`src/rtl/robin_hood_uid_lookup_unit_macros.svh`:
```
// assertion macros shared by the lookup unit
`ifndef ROBIN_HOOD_UID_LOOKUP_UNIT_MACROS_SVH
`define ROBIN_HOOD_UID_LOOKUP_UNIT_MACROS_SVH

// same-cycle implication, disabled while reset is held
`define RHUL_ASSERT_IMP(label, clk, rstn, ante, cons, msg) \
    label: assert property (@(posedge clk) disable iff (!(rstn)) (ante) |-> (cons)) \
        else $error(msg);

// next-cycle implication, disabled while reset is held
`define RHUL_ASSERT_NXT(label, clk, rstn, ante, cons, msg) \
    label: assert property (@(posedge clk) disable iff (!(rstn)) (ante) |=> (cons)) \
        else $error(msg);

`endif

```
`src/rtl/rhul_pkg.sv`:
```
package rhul_pkg;

    // field widths
    localparam int unsigned MODE_W     = 1;
    localparam int unsigned UID_W      = 32;
    localparam int unsigned MASK_W     = 10;
    localparam int unsigned KEY_W      = 32;
    localparam int unsigned VAL_W      = 64;
    localparam int unsigned SLOT_MAX_W = 16;

    // s_tdata layout, lowest field first
    localparam int unsigned UID_LSB    = 0;
    localparam int unsigned SIDX_LSB   = UID_LSB + UID_W;
    localparam int unsigned SKEY_LSB   = SIDX_LSB + MASK_W;
    localparam int unsigned SVAL_LSB   = SKEY_LSB + KEY_W;
    localparam int unsigned S_BITS     = SVAL_LSB + VAL_W;
    localparam int unsigned S_TDATA_W  = ((S_BITS + 7) / 8) * 8;
    localparam int unsigned M_TDATA_W  = VAL_W;

    localparam int unsigned TABLE_DEPTH_DEF = 1024;
    localparam logic [MASK_W-1:0] MASK_RESET = 10'h3FF;

    // request kinds
    localparam logic MODE_WRITE  = 1'b0;
    localparam logic MODE_LOOKUP = 1'b1;

    localparam logic [UID_W-1:0] UID_NONE = 32'hFFFF_FFFF;

    // lowbias32 mixer constants
    localparam logic [31:0] MIX_MUL1 = 32'h7FEB_352D;
    localparam logic [31:0] MIX_MUL2 = 32'h846C_A68B;
    localparam int unsigned MIX_SH1  = 16;
    localparam int unsigned MIX_SH2  = 15;
    localparam int unsigned MIX_SH3  = 16;

    // reduce a masked index to a slot of a table of the given depth
    function automatic logic [SLOT_MAX_W-1:0] slot_of(input logic [MASK_W-1:0] a,
                                                      input int unsigned depth);
        logic [31:0] r;
        r = 32'(a);
        for (int k = MASK_W - 1; k >= 0; k--) begin
            if (r >= (32'(depth) << k)) begin
                r = r - (32'(depth) << k);
            end
        end
        return r[SLOT_MAX_W-1:0];
    endfunction

endpackage

```
`src/rtl/rhul_hash.sv`:
```
module rhul_hash (
    input  logic                      aclk,
    input  logic                      aresetn,
    input  logic                      start,
    input  logic [rhul_pkg::UID_W-1:0] uid,
    output logic [31:0]               target,
    output logic                      target_valid
);

    logic [31:0] v0;
    logic [31:0] v1;
    logic [31:0] v2;
    logic [31:0] m1_reg;
    logic [31:0] m1_next;
    logic [31:0] m2_reg;
    logic [31:0] m2_next;
    logic        s1_valid_reg;
    logic        s2_valid_reg;

    // stage 1: add one, fold, first multiply
    assign v0      = uid + 32'd1;
    assign v1      = v0 ^ (v0 >> rhul_pkg::MIX_SH1);
    assign m1_next = v1 * rhul_pkg::MIX_MUL1;

    // stage 2: fold, second multiply
    assign v2      = m1_reg ^ (m1_reg >> rhul_pkg::MIX_SH2);
    assign m2_next = v2 * rhul_pkg::MIX_MUL2;

    always_ff @(posedge aclk) begin
        if (!aresetn) begin
            s1_valid_reg <= 1'b0;
            s2_valid_reg <= 1'b0;
        end else begin
            s1_valid_reg <= start;
            s2_valid_reg <= s1_valid_reg;
        end
    end

    always_ff @(posedge aclk) begin
        m1_reg <= m1_next;
        m2_reg <= m2_next;
    end

    assign target       = m2_reg ^ (m2_reg >> rhul_pkg::MIX_SH3);
    assign target_valid = s2_valid_reg;

endmodule

```
`config.mk`:
```
export PLATFORM = sky130hd
export DESIGN_NAME = rhul_hash
export DESIGN_NICKNAME = d
export VERILOG_FILES = /design/src/rtl/robin_hood_uid_lookup_unit_macros.svh /design/src/rtl/rhul_pkg.sv /design/src/rtl/rhul_hash.sv
export SDC_FILE = /design/constraint.sdc
export NUM_CORES = 1
export LEC_CHECK = 0
export BUFFER_PORTS_ARGS = -buffer_cell sky130_fd_sc_hd__clkbuf_2
export CORE_MARGIN = 2
export CORE_UTILIZATION = 41
export CTS_BUF_LIST = sky130_fd_sc_hd__clkbuf_8
export DETAILED_ROUTE_END_ITERATION = 8
export SYNTH_ARGS = -nofsm -noshare
export SYNTH_HDL_FRONTEND = slang
export SYNTH_SLANG_ARGS = --single-unit
```
`constraint.sdc`:
```
create_clock -name aclk -period 22.7 [get_ports aclk]
set_clock_uncertainty 0.1 [all_clocks]
set_input_delay 3.405 -clock aclk [delete_from_list [all_inputs] [get_ports aclk]]
set_output_delay 3.405 -clock aclk [all_outputs]
set_load 0.05 [all_outputs]
```
* Word-level counts from Yosys, hierarchy flattened
Index checks and enable logic that the tools add are counted.
** Storage, ports and cells
- Flip-flop bits (word level) :: 66
- Input port bits :: 35
- Logic and storage cells :: 10
** Operators by class
- $add $sub $neg :: 1
- $mul :: 2
- Bitwise logic cells :: 3
** Operator list (count)
- 32-bit by 16-bit bitwise XOR with 32-bit output :: 2
- 32-bit by 1-bit adder with 32-bit output (second input constant) :: 1
- 32-bit by 31-bit multiplier with 32-bit output (second input constant) :: 1
- 32-bit by 32-bit multiplier with 32-bit output (second input constant) :: 1
- 32-bit by 17-bit bitwise XOR with 32-bit output :: 1

* Depth between registers and ports, before layout
Gate-level depths: netlist of the first run.
- Depth in word-level cells :: 3
- Depth in mapped cells :: 34
- Mapped depth without buffers :: 33

* Least setup slack after synthesis of the first run
OpenSTA, ideal clock, no wires.
- Kind :: input port to flip-flop
- From :: input port uid[0] (netlist bit)
- To :: register m1_reg[29]
- Arrival time :: 11305 ps
- Setup slack :: 11223 ps
- Cell stages on the path :: 31
- Path through :: ha_1 -> nand2_1 -> nor4_1 -> nand4_1 -> xor2_1 -> xnor2_1 -> clkbuf_1 -> xnor2_1 -> fa_1 -> inv_1 -> ha_1 -> inv_1 -> fa_1 -> inv_1 -> fa_1 -> inv_1 -> fa_1 -> inv_1 -> fa_1 -> fa_1 -> ha_1 -> a21o_1 -> a21o_1 -> a221o_1 -> a221o_1 -> a31oi_1 -> o21ai_1 -> a221o_1 -> a211o_1 -> a21oi_1 -> xnor2_1
** On the way
- Word-level cells in the longest chain between the ends :: 3
** RTL lines
- from (decl) :: line rhul_hash.sv:5 : input logic [rhul_pkg::UID_W-1:0] uid,
- 32-bit by 1-bit adder with 32-bit output :: line rhul_hash.sv:21 : assign v0 = uid + 32'd1;
- 32-bit by 16-bit bitwise XOR with 32-bit output :: line rhul_hash.sv:22 : assign v1 = v0 ^ (v0 >> rhul_pkg::MIX_SH1);
- 32-bit by 31-bit multiplier with 32-bit output :: line rhul_hash.sv:23 : assign m1_next = v1 * rhul_pkg::MIX_MUL1;
- via m1_next[29] :: line rhul_hash.sv:14 : logic [31:0] m1_next;
- to (signal assigned) :: line rhul_hash.sv:40 : m1_reg <= m1_next;
- to (decl) :: line rhul_hash.sv:13 : logic [31:0] m1_reg;
The timed path passes the listed nets, and every way through them passes these cells.
A chain may end at the register's enable or synchronous reset.

* Worst setup path in the final report of the first run
- From :: input port uid[2] (netlist bit)
- To :: register m1_reg[29]
Same word-level chain as after synthesis.

==> results of run 1 <==
cell type report:
cell class	instances	area share, %
multi-input combinational	1273	75.7
sequential	66	6.40
timing repair buffer	93	2.57
clock buffer	10	0.667
clock inverter	4	0.139
tap	607	3.68
inverter	596	10.8
critical path: cells and delay by family:
family          cells  cell delay, ns
fa+ha+maj           8            3.39
compound gates      9            2.32
simple gates        5            1.62
xor+xnor            3            1.27
buf+inv             6            0.40
cells in the mapped netlist, types with 4 or more instances:
library cell and instances:
a211oi_1 4, a21o_1 38, a21oi_1 47, a221o_1 4, a41oi_1 5, and2_1 19, and3_1 7, buf_4 16
dfxtp_1 66, fa_1 349, ha_1 376, inv_1 596, nand2_1 36, nand2b_1 13, nand3_1 21, nand4_1 8
nor2_1 46, nor2b_1 5, nor3_1 6, o21a_1 6, o21ai_0 15, o21bai_1 8, xnor2_1 141, xor2_1 85
routing by layer:
| layer | global-route usage, % | part of all wire [%] | vias to the layer above |
|---|---|---|---|
| li1 | - | - | 6086 |
| met1 | 25.7 | 41 | 6421 |
| met2 | 40.0 | 51 | 241 |
| met3 | 1.33 | 2.3 | 96 |
| met4 | 10.8 | 5.6 | 0 |
| met5 | 0 | 0 | - |
final timing paths:
path	depth (start not counted)	endpoint	startpoint	slack, ns
min reg2reg	1	target_valid$_SDFF_PN0_	s1_valid_reg$_SDFF_PN0_	0.34
max	31	m1_reg[29]$_DFF_P_	uid[2]	10.48
min	1	target_valid$_SDFF_PN0_	s1_valid_reg$_SDFF_PN0_	0.34
max reg2reg	27	m2_reg[31]$_DFF_P_	m1_reg[25]$_DFF_P_	14.91
stage by stage:
step	cell area, um2	setup WS [ns]	util (%)	hold WS (ns)
after floorplan	19300	11.22	-	0.312
after global placement	20500	10.21	44.0	0.316
after detailed placement	20500	10.15	44.0	0.323
after CTS	20600	10.51	44.3	0.341
after global routing	20600	10.07	44.3	0.369
final	20600	10.48	44.3	0.336
kinds of logic after synthesis:
family / Yosys count / synth area share (%)
muxes: 1 / 0.0518
AOI/OAI and AO/OA: 141 / 4.81
DFF: 66 / 6.84
and+or+nand+nor: 173 / 4.50
buffers and inverters: 616 / 12.3
xor gates and xnor gates: 233 / 11.0
adders and majority gates: 725 / 60.5
==> run metrics, run 1 <==
die footprint=roughly 49000 um2; diodes inserted=0; fin crit period=about 12 ns; CP Class=in2reg; synthesized cell area=19300 um2; worst slew pin tran=about 1.1 ns; synth warn=0; sequential area share after synthesis=approximately 7%; ratio of cells with drive above 1 in the final layout=around 5.7%; clock latency on the worst-skew pair=~0.35 ns; Multi-input gate area=15600 um2; Final ANT Viol Nets=0; Starting Density=between 40% and 50%; per-cell routed wire length=approximately 19 um; most used cell, CP=fa_1; most common cell after layout, fill and taps aside=inv_1; Die Y=between 200 and 250 um; Synth cell types=48; first-pass GRT wire length=81200 um; HP Class=reg2reg; Syn Nets=about 2700; worst rel slew slack=between 20% and 30%; cts hold-fix bufs=0; Worst Path Max Fanout=10; Final GP Congestion=roughly 0.95; setup TNS=0 ns; Hold Fails Final Rpt=0; Bufs on Longest Clock Path=2; vias per std cell=about 4.8; via count=between 10000 and 15000; Top FF cell, synth=dfxtp_1; die width=221 um; initial detailed-routing violation count=530; Core Area=46600 um2; antenna violations before repair=0; Gate Count Post-Synth=1955; top cell type's share of synthesized area=between 30% and 40%; Setup violations, final=0; arrival time of the worst setup path=12.40 ns; crit start category=input port; Tcrit/Tclk final=between 50% and 60%; number of global-route vias before repair=between 10000 and 15000; Buffers on Ports=67; Post-Layout Cell Count=approximately 2600; Post-synth EDFFs=0; DRC violations left=0; H-tree Lvls=3; # IOs=a little under 70; MaxCap Viol Count=0; row cnt=just under 80; dpl cells=about 2600; CTS buffer count=9; ranking of synthesized cells by area=fa_1 36%, ha_1 24%, inv_1 12%, dfxtp_1 6.8%, xnor2_1 6.4%; Post-CTS Resized=0; Routed WL=between 50000 and 60000 um; Register Area=between 1000 and 1500 um2; fmax=just over 80 MHz; RSZ-0062 raised after global routing=no; post-CTS setup buffer count=0; most frequent cells in the layout=596 x inv_1, 376 x ha_1, 349 x fa_1, 141 x xnor2_1, 85 x xor2_1; largest net degree at the start of global routing=17; DR pass1 iterations=4; Syn Area/Cell=roughly 9.9 um2; Clock Sinks=between 60 and 70; CP endpoint kind=flop; Worst EP required=~23 ns; Final Max Slew Viols=0; Clock transition at path regs=about 0.070 ns; Tot GR Track Use=approximately 22%; DP HPWL=between 40000 and 50000 um; nets@finish=2799; Synth area leader=fa_1; Slowest cell on crit path=xnor2_1; Synth-to-Final Area Change=6.83%; outcome=completed; Yosys reg bits=between 60 and 70; Congestion Overflow GR=0; asr flop ratio synth=0%; fillcell total=~4500; CP peak stage delay=~0.93 ns; Root Buffer=clkbuf_8; CTS tree=done
Power of run 1 is left out: the tool's default activity adds up to more than one toggle a clock period on the data nets, which glitch-free logic cannot reach.
==> inputs of run 2 (changes only) <==
clock period = 12.2 ns   (was 22.7 ns; I/O delays follow)
==> run metrics, run 2 (synthesis results as in run 1) <==
Die Y=221 um (unchanged); Register Area=1320 um2 (unchanged); CP peak stage delay=0.65 ns (-0.28 ns); fin crit period=a little over 10 ns; Buffers on Ports=67 (unchanged); diodes inserted=0 (unchanged); worst slew pin tran=1.10 ns (-0.0492 ns); Min-Delay Endpoint=target_valid$_SDFF_PN0_; Bufs on Longest Clock Path=2 (unchanged); worst r2r dst=m2_reg[31]$_DFF_P_; CTS buffer count=9 (unchanged); Hold Fails Final Rpt=0 (unchanged); largest net degree at the start of global routing=17 (unchanged); nets@finish=2801 (+0.071%); Reg-to-Reg Start=m1_reg[16]$_DFF_P_; Final ANT Viol Nets=0 (unchanged); Starting Density=41.5% (unchanged); ratio of cells with drive above 1 in the final layout=5.77% (+0.087 points); Synth-to-Final Area Change=7.06%; antenna violations before repair=0 (unchanged); WHS=0.338 ns (+0.00274 ns); Reg2Reg Setup Slack=4.55 ns (-10.36 ns); Tot GR Track Use=21.4% (-0.37 points); CP endpoint kind=flop; Slowest cell on crit path=or4_1; Post-Layout Cell Count=2653 (+0.15%); Post-CTS Resized=0 (unchanged); first-pass GRT wire length=79800 um (-1.7%); most used cell, CP=fa_1; DR pass1 iterations=5 (+1); Tcrit/Tclk final=between 80% and 90%; initial detailed-routing violation count=530 (unchanged); Congestion Overflow GR=0 (unchanged); Multi-input gate area=15600 um2 (unchanged); clock latency on the worst-skew pair=0.37 ns (+0.02 ns); fmax=roughly 98 MHz; die width=221 um (unchanged); Min-Delay Startpoint=s1_valid_reg$_SDFF_PN0_; dpl cells=2637 (+0.076%); via count=12818 (-0.20%); cts hold-fix bufs=0 (unchanged); Root Buffer=clkbuf_8; Final GP Congestion=0.938 (-1.2%); Core Area=46600 um2 (unchanged); Routed WL=50300 um (-1.3%); post-CTS setup buffer count=0 (unchanged); # IOs=68 (unchanged); MaxCap Viol Count=0 (unchanged); number of global-route vias before repair=14526 (-0.58%); most common cell after layout, fill and taps aside=inv_1; die footprint=48900 um2 (unchanged); CP Class=in2reg; most frequent cells in the layout=598 x inv_1, 376 x ha_1, 349 x fa_1, 141 x xnor2_1, 85 x xor2_1; DP HPWL=45200 um (-1.3%); RSZ-0062 raised after global routing=no; outcome=completed; Worst Reg-to-Reg Cells=23 (-15%); setup TNS=0 ns (unchanged); DRC violations left=0 (unchanged); H-tree Lvls=3 (unchanged); Clock Sinks=66 (unchanged); CTS tree=done; Worst EP required=12.40 ns (-10.48 ns); crit start category=input port; Worst Path Max Fanout=6 (-4); Clock transition at path regs=0.08 ns (about the same); Finished Core Util=44.4% (+0.097 points); worst rel slew slack=26.6% (+3.6 points); per-cell routed wire length=19.0 um (-1.4%); WHS Path Cells=1 (unchanged); fillcell total=4537 (-0.15%); Final Max Slew Viols=0 (unchanged); Setup violations, final=0 (unchanged); HP Class=reg2reg; vias per std cell=4.83 (-0.35%); row cnt=79 (unchanged); arrival time of the worst setup path=10.43 ns (-1.97 ns)
==> run 2: cell count changes in the layout (fill, tap and decap cells not counted) <==
cell,before,now
buf_4,26,28
inv_1,596,598
bufinv_16,0,1
clkinv_4,0,1
clkinvlp_4,2,1
inv_6,1,0
==> run 2: worst max-delay path: cells and delay by family <==
kind,cells,cell delay (ns)
adder cells (fa/ha/maj),8,3.47
buffers and inverters,5,0.57
XOR/XNOR,4,1.07
AND/OR/NAND/NOR,4,1.12
AO/OA/AOI/OAI,9,2.34
==> run 2: worst max path at each step <==
stage           start                  to  slack, ns  cells past startpoint
3_3_place_gp   uid[6]  m1_reg[29]$_DFF_P_       1.72                     30
6_report       uid[6]  m1_reg[29]$_DFF_P_       1.96                     30
5_1_grt        uid[2]  m1_reg[29]$_DFF_P_       1.49                     30
3_5_place_dp   uid[2]  m1_reg[29]$_DFF_P_       1.60                     30
4_1_cts        uid[2]  m1_reg[29]$_DFF_P_       1.97                     30
2_1_floorplan  uid[0]  m1_reg[29]$_DFF_P_       2.30                     31
==> run 2: metrics by stage <==
stage                     setup WS [ns]  instance area (um2)
after global placement             1.72                20500
after floorplan                    2.30                19300
after global routing               1.49                20700
after detailed placement           1.60                20500
final                              1.96                20700
after CTS                          1.97                20700
==> run 2: final cells by class <==
class	count	share of cell area, %
Timing Repair Buffer	95	2.64
Inverter	596	10.8
Multi-Input combinational cell	1273	75.5
Clock buffer	10	0.665
Tap cell	607	3.67
Sequential cell	66	6.39
Clock inverter	6	0.284
==> run 2: layer usage <==
layer	part of all wire, %	GRT usage (%)	vias up
met4	4.7	9.09	0
met2	52	39.8	275
met5	0	0	-
li1	-	-	6074
met3	3.2	1.69	94
met1	40	25.1	6375
Power of run 2 is left out for the same reason.
==> inputs of run 3 (changes only) <==
clock period = 8.66 ns   (was 12.2 ns; I/O delays follow)
==> run metrics, run 3 (synthesis results as in run 1) <==
outcome=completed; per-cell routed wire length=18.6 um (-1.8%); Bufs on Longest Clock Path=2 (unchanged); Routed WL=54000 um (+7.2%); first-pass GRT wire length=85500 um (+7.2%); Final GP Congestion=0.983 (+4.8%); vias per std cell=4.73 (-2.2%); most frequent cells in the layout=590 x inv_1, 370 x ha_1, 345 x fa_1, 272 x buf_4, 129 x xnor2_1; arrival time of the worst setup path=8.84 ns (-1.59 ns); fmax=between 100 and 150 MHz; Worst EP required=8.85 ns (-3.55 ns); diodes inserted=0 (unchanged); Die Y=221 um (unchanged); worst slew pin tran=0.879 ns (-0.218 ns); most common cell after layout, fill and taps aside=inv_1; DRC violations left=0 (unchanged); Final Max Slew Viols=0 (unchanged); Tcrit/Tclk final=between 90% and 100%; ratio of cells with drive above 1 in the final layout=18.2% (+12 points); CTS tree=done; Clock Sinks=66 (unchanged); CP peak stage delay=0.58 ns (-0.07 ns); CP Class=in2reg; Finished Core Util=49.2% (+4.8 points); largest net degree at the start of global routing=12 (-5); Starting Density=41.5% (unchanged); H-tree Lvls=3 (unchanged); Buffers on Ports=67 (unchanged); # IOs=68 (unchanged); Clock transition at path regs=0.07 ns (about the same); cts hold-fix bufs=0 (unchanged); Root Buffer=clkbuf_8; Setup violations, final=0 (unchanged); MaxCap Viol Count=0 (unchanged); HP Class=reg2reg; worst rel slew slack=41.2% (+15 points); die width=221 um (unchanged); Slowest cell on crit path=or4_4; DR pass1 iterations=4 (-1); Hold Fails Final Rpt=0 (unchanged); row cnt=79 (unchanged); Final ANT Viol Nets=0 (unchanged); DP HPWL=49300 um (+9.0%); Congestion Overflow GR=0 (unchanged); antenna violations before repair=0 (unchanged); RSZ-0062 raised after global routing=yes; Synth-to-Final Area Change=18.6%; initial detailed-routing violation count=428 (-19%); via count=13689 (+6.8%); nets@finish=3045 (+8.7%); Core Area=46600 um2 (unchanged); crit start category=input port; fin crit period=between 8 and 9 ns; clock latency on the worst-skew pair=0.37 ns (about the same); Worst Path Max Fanout=4 (-2); number of global-route vias before repair=15673 (+7.9%); CP endpoint kind=flop; die footprint=48900 um2 (unchanged); CTS buffer count=9 (unchanged); Tot GR Track Use=22.8% (+1.5 points)
[run 3: final timing paths]
path | start | endpoint | slack, ns | cells past startpoint
setup / recovery | uid[1] | m1_reg[29]$_DFF_P_ | 0.02 | 31
hold / removal | s1_valid_reg$_SDFF_PN0_ | target_valid$_SDFF_PN0_ | 0.35 | 1
setup reg to reg | m1_reg[21]$_DFF_P_ | m2_reg[31]$_DFF_P_ | 1.11 | 25
hold reg to reg | s1_valid_reg$_SDFF_PN0_ | target_valid$_SDFF_PN0_ | 0.35 | 1
[run 3: layout make-up]
class	instances	area (um2)
multi-input cells	1273	15900
clock inverters	6	83.8
fillers	4359	23600
well taps	607	759
repair buffers	339	2450
flip-flops and latches	66	1320
inverters	596	2240
clock buffers	9	124
[run 3: through the flow]
step	setup TNS, ns	setup slack [ns]	hold WS (ns)	instance area, um2	instances
after floorplan	-0.414	-0.214	0.312	19500	1955
final	0	0.0155	0.348	22900	2896
after global placement	-1.89	-0.375	0.317	22400	2873
after global routing	-0.563	-0.245	0.363	22900	2896
after CTS	0	0.0129	0.353	22600	2888
after detailed placement	-2.86	-0.549	0.323	22400	2873
[run 3: metal layers]
metal / global-route usage, % / routed length, um / vias up
met1: 25.8 / 21300 / 6749
met4: 11.6 / 3060 / 0
met3: 2.08 / 1340 / 112
met2: 42.7 / 28200 / 254
li1: - / - / 6574
met5: 0 / 0 / -
[run 3: critical path, delay by kind of cell]
family	cells	cell delay [ns]
xor gates and xnor gates	3	0.60
adders and majority gates	8	3.29
and+or+nand+nor	5	1.23
AOI/OAI and AO/OA	9	2.09
buffers and inverters	6	0.32
[run 3: repair_timing]
item | in CTS | in global routing
gates cloned | 0 | 0
setup endpoints to repair | 5 | 6
setup buffers | 0 | 8
pin swaps | 2 | 22
gates resized for setup | 5 | 67
Power of run 3 is left out for the same reason.
